<file path="src/sv/aarm_pkg.sv">
`timescale 1ns / 1ps
// ----------------------------------------------------------------------------
// aarm_pkg
// Shared constants, types and arithmetic helpers for the axis-angle rotation
// matrix core: stage counts, latencies, fixed-point constants, arctangent table.
// ----------------------------------------------------------------------------
package aarm_pkg;

   // iteration counts of the pipelined units
   localparam int CORDIC_STEPS = 20;
   localparam int SQRT_STEPS   = 31;
   localparam int DIV_STEPS    = 31;

   // unit latencies in register stages
   localparam int CORDIC_LAT   = CORDIC_STEPS + 3;
   localparam int DIV_LAT      = DIV_STEPS + 2;
   localparam int MATRIX_LAT   = 3;

   // stage at which the unit axis leaves the divider (input register is stage 1)
   localparam int UNIT_STAGE   = 3 + SQRT_STEPS + DIV_LAT;
   localparam int MAG_DELAY    = 2 + SQRT_STEPS;
   localparam int ANGLE_DELAY  = UNIT_STAGE - CORDIC_LAT - 1;
   localparam int ZERO_DELAY   = UNIT_STAGE - 3;
   localparam int TOTAL_LAT    = UNIT_STAGE + MATRIX_LAT;

   // fixed-point constants
   localparam logic [34:0]        TURN_K      = 35'd10937044410;
   localparam logic signed [33:0] CORDIC_GAIN = 34'sd652032874;
   localparam logic signed [33:0] ONE_Q30     = 34'sd1073741824;
   localparam logic signed [15:0] ONE_Q14     = 16'sd16384;

   typedef logic signed [33:0] trig_type;
   typedef logic signed [31:0] unit_type;
   typedef logic signed [15:0] q14_type;

   // arctangent of 2^-i as a fraction of a turn, 2^32 per turn
   function automatic logic signed [31:0] atan_turn(input logic [4:0] idx);
      logic signed [31:0] val;
      case (idx)
         5'd0:    val = 32'sh2000_0000;
         5'd1:    val = 32'sh12E4_051E;
         5'd2:    val = 32'sh09FB_385B;
         5'd3:    val = 32'sh0511_11D4;
         5'd4:    val = 32'sh028B_0D43;
         5'd5:    val = 32'sh0145_D7E1;
         5'd6:    val = 32'sh00A2_F61E;
         5'd7:    val = 32'sh0051_7C55;
         5'd8:    val = 32'sh0028_BE53;
         5'd9:    val = 32'sh0014_5F2F;
         5'd10:   val = 32'sh000A_2F98;
         5'd11:   val = 32'sh0005_17CC;
         5'd12:   val = 32'sh0002_8BE6;
         5'd13:   val = 32'sh0001_45F3;
         5'd14:   val = 32'sh0000_A2FA;
         5'd15:   val = 32'sh0000_517D;
         5'd16:   val = 32'sh0000_28BE;
         5'd17:   val = 32'sh0000_145F;
         5'd18:   val = 32'sh0000_0A30;
         5'd19:   val = 32'sh0000_0518;
         default: val = 32'sh0000_0000;
      endcase
      return val;
   endfunction

   // q30 product, rounded half up by floor
   function automatic trig_type mul_q30(input trig_type a, input trig_type b);
      logic signed [67:0] p;
      p = a * b;
      p = p + 68'sh2000_0000;
      return 34'(p >>> 30);
   endfunction

   // q30 sum to q1.14 with rounding and saturation
   function automatic q14_type to_q14(input logic signed [35:0] e);
      logic signed [35:0] r;
      r = (e + 36'sd32768) >>> 16;
      if (r > 36'sd16384) begin
         r = 36'sd16384;
      end else if (r < -36'sd16384) begin
         r = -36'sd16384;
      end
      return 16'(r);
   endfunction

endpackage

</file>
<file path="src/sv/aarm_isqrt.sv">
`timescale 1ns / 1ps
// ----------------------------------------------------------------------------
// aarm_isqrt
// Pipelined integer square root of the squared axis length scaled by 2^28,
// one result bit per stage.
// ----------------------------------------------------------------------------
module aarm_isqrt (
   input  logic        clock,
   input  logic        reset,
   input  logic        in_valid,
   input  logic [31:0] in_sumsq,
   output logic        out_valid,
   output logic [30:0] out_len
);
   import aarm_pkg::*;

   logic [SQRT_STEPS-1:0] valid_ff;
   logic [61:0]           rem_ff  [SQRT_STEPS];
   logic [61:0]           root_ff [SQRT_STEPS];

   always_ff @(posedge clock) begin
      if (reset) begin
         valid_ff <= '0;
      end else begin
         valid_ff <= {valid_ff[SQRT_STEPS-2:0], in_valid};
      end
   end

   // digit-by-digit root, highest digit first
   for (genvar k = 0; k < SQRT_STEPS; k++) begin : g_step
      localparam logic [61:0] StepBit = 62'd1 << (2 * (SQRT_STEPS - 1 - k));
      logic [61:0] rem_cur, root_cur, trial;
      if (k == 0) begin : g_first
         assign rem_cur  = {2'b00, in_sumsq, 28'd0};
         assign root_cur = '0;
      end else begin : g_next
         assign rem_cur  = rem_ff[k-1];
         assign root_cur = root_ff[k-1];
      end
      assign trial = root_cur + StepBit;

      always_ff @(posedge clock) begin
         if (rem_cur >= trial) begin
            rem_ff[k]  <= rem_cur - trial;
            root_ff[k] <= (root_cur >> 1) + StepBit;
         end else begin
            rem_ff[k]  <= rem_cur;
            root_ff[k] <= root_cur >> 1;
         end
      end
   end

   assign out_valid = valid_ff[SQRT_STEPS-1];
   assign out_len   = root_ff[SQRT_STEPS-1][30:0];

endmodule

</file>
<file path="config.mk">
export PLATFORM = sky130hd
export DESIGN_NAME = aarm_isqrt
export DESIGN_NICKNAME = d
export VERILOG_FILES = /design/src/sv/aarm_pkg.sv /design/src/sv/aarm_isqrt.sv
export SDC_FILE = /design/constraint.sdc
export NUM_CORES = 2
export LEC_CHECK = 0
export BUFFER_PORTS_ARGS = -buffer_cell sky130_fd_sc_hd__buf_4
export CORE_MARGIN = 2
export CORE_UTILIZATION = 45
export DETAILED_ROUTE_END_ITERATION = 12
export HOLD_SLACK_MARGIN = 0.1
export PLACE_DENSITY = 0.62
export RECOVER_POWER = 100
export SYNTH_ARGS = -nofsm -noshare
export SYNTH_HDL_FRONTEND = slang
export SYNTH_SLANG_ARGS = --single-unit
</file>
<file path="constraint.sdc">
create_clock -name clock -period 5 [get_ports clock]
set_input_delay 0.5 -clock clock [delete_from_list [all_inputs] [get_ports clock]]
set_output_delay 0.5 -clock clock [all_outputs]
set_load 0.05 [all_outputs]
</file>
==> qor.csv <==
metric,value,unit
Die ar.,0.161,mm2
area taken by multi-input logic gates,0.0345,mm2
syn avg cell area,9.37,um2
antenna-violating nets left,0,
Synth Area in Compound Gates,13.3,%
f_max,0.239,GHz
xor/xnor share of the synthesized area,9.27,%
mapped cell area,0.0711,mm2
first-pass GRT wire length,261000,um
CTS Buf Count,173,
postcts setup bufs,0,
failing checks,"capacitance limit, slew limit",
largest net degree at the start of global routing,54,
# fillers,14194,
Crit Path Class,flip-flop to flip-flop,
Vias,52333,
final net count,8252,
setup TNS,0,ns
Tmin final,4.19,ns
top cells by instance count after synthesis,"1682 x dfxtp_1, 601 x inv_1, 570 x nand2_1",
Crit path arrival time,4.88,ns
Post-Syn Nets,8101,
"Hold Vio Cnt, Final",0,
HPWL after detailed placement,124000,um
share of cells above drive strength 1,5.56,%
Simple-Gate Fraction of Synth Area,16.3,%
DR top layer,met4,
GR Overflow Total,0,
Slew HR,-23.6,%
Port Buf Inserts,65,
Post-synth EDFFs,0,
Worst setup SP type,flip-flop,
1st-iter DRT viols,3101,
clock latency on the worst-skew pair,0.84,ns
most common cell in the netlist,dfxtp_1,
CTS tree,done,
Tot GR Track Use,19.6,%
CP endpoint kind,flip-flop,
# IOs,67,
area delta synth->final,12.7,%
critical path data required time,5.69,ns
Final period util,83.8,%
Slew Limit Fails,129,
outcome,"finished, violations left",
DR WL/cell,16.2,um
Post-synth ARST share,0,%
sequential cell area,0.0337,mm2
# setup viols final,0,
number of H-tree levels,4,
HP Class,primary input to flip-flop,
vias per cell,5.27,
Pleak,36.9,nW
Min Hold Slack,0.306,ns
max-cap viol count,4,
initial antenna violation count,6,
Die W,401,um
synth top area cells,"dfxtp_1 47%, ha_1 8.2%, xor2_1 4.8%, xnor2_1 4.5%, a21oi_1 3.3%",
post-synth top area share,47.4,%
# rows,145,
pwr dens,558,mW/mm2
Final Skew,0.0721,ns
met3 routed WL,6110,um
placer congestion estimate,0.901,
Clock Tree Root,clkbuf_16,
WL met2,76600,um
WL final,160000,um
"Seq/Total Area, Yosys",47.4,%
largest area contributor in the netlist,dfxtp_1,
die height,401,um
# clock sinks,1682,
Yosys reg bits,1682,
drt first pass iters,6,
Synth Instances,7587,
core box area,0.157,mm2
DRT met1 WL,74000,um
drc violations,0,
clk slew on worst S/H paths,0.06,ns
Clock Tree Buf Depth,3,
CP max FO,39,
Synth Area in Adders,8.57,%
synth unique cells,93,
unrepaired setup endpoints after global routing,false,
YS warnings,0,
vias in the first global route,50727,
Worst Max-Slew Pin Slew,1.85,ns
post-synthesis mux area share,1.17,%
VDD IR max,0.435,mV
Most used DFF post-synth,dfxtp_1,
largest family of logic cells by synthesized area,simple AND/OR/NAND/NOR gates,
Initial Util,45.4,%
path summary, 6_finish.rpt:
kind                   from        endpoint  slack (ns)  depth (start not counted)
max          rem_ff[1][268]  rem_ff[1][351]        0.81                         12
min            in_sumsq[22]   rem_ff[0][50]        0.31                          2
max reg2reg  rem_ff[1][268]  rem_ff[1][351]        0.81                         12
min reg2reg  root_ff[1][31]  root_ff[1][92]        0.32                          0
critical path: stages (launching register included):
cell,delay (ns)
dfxtp_1,0.43
ha_1,0.23
fa_1,0.23
a21oi_1,0.11
o211ai_1,0.29
o21bai_1,0.25
a21oi_1,0.35
nand4bb_2,0.23
clkbuf_1,1.34
nand2b_1,0.19
nor2_1,0.14
o21ai_0,0.12
xnor2_1,0.16
kinds of logic (layout without fill, tap and decap cells):
logic type | Yosys count | after routing
AO/OA/AOI/OAI | 1530 | 1530
XOR/XNOR | 752 | 752
adder cells (fa/ha/maj) | 479 | 479
buffers and inverters | 756 | 1048
flip-flops | 1682 | 1682
multiplexers | 74 | 74
other | 1 | 2
AND/OR/NAND/NOR | 2313 | 2313
sequential cells by signal (all words and copies together) (netlist names):
register and cells:
valid_ff 31, root_ff 465, rem_ff 1186
repair_timing:
action | CTS | global route
endpoints found under the hold margin | 63 | 0
resized for setup | 0 | 0
hold buffers | 35 | 0
endpoints found under the setup margin | 0 | 0
per-stage QoR:
| stage | worst slack, ns | util, % | instances | power (mW) | area [um2] |
|---|---|---|---|---|---|
| after global routing | 0.357 | 51.1 | 9937 | 47.3 | 80100 |
| after detailed placement | 0.979 | 47.2 | 9586 | 31.4 | 73800 |
| after global placement | 0.994 | 47.2 | 9586 | 31.3 | 73800 |
| after CTS | 0.955 | 51.3 | 9937 | 45.0 | 80300 |
| after floorplan | 1.53 | - | 7587 | 27.8 | 71100 |
| final | 0.812 | 51.1 | 9938 | 44.6 | 80100 |
layout make-up:
type,instances,share of cell area (%)
well taps,2058,3.22
diodes,1,0.00313
clock inverters,76,1.55
inverters,603,2.83
flip-flops and latches,1682,42.1
clock buffers,240,6.15
repair buffers,129,1.06
multi-input cells,5149,43.1
per-layer routing:
metal  vias to the layer above  track usage (%)
li1                      26637                -
met1                     24450             25.4
met2                       987             33.8
met3                       259             2.62
met4                         0             5.84
met5                         -                0
where the power goes:
part           internal (mW)  switching, mW  total [mW]
Sequential              16.9           3.14        20.1
Combinational           4.93           6.23        11.2
Clock                   7.96           5.48        13.4
layout by cell type, fill, tap and decap left out, types with 53 or more instances in the layout:
master     count
a211oi_1      55
a21o_1       164
a21oi_1      474
clkbuf_1      84
clkbuf_16    173
dfxtp_1     1682
ha_1         466
inv_1        602
mux2_2        61
nand2_1      569
nand2b_1      70
nand3_1      148
nand4_1       91
nor2_1       558
nor2b_1       90
nor3_1       218
nor4_1       178
o21a_1        68
o21ai_0      424
o31ai_1       53
or3_1         89
or4_1         76
xnor2_1      363
xor2_1       389
No activity file was read; power rests on OpenSTA's default activity.
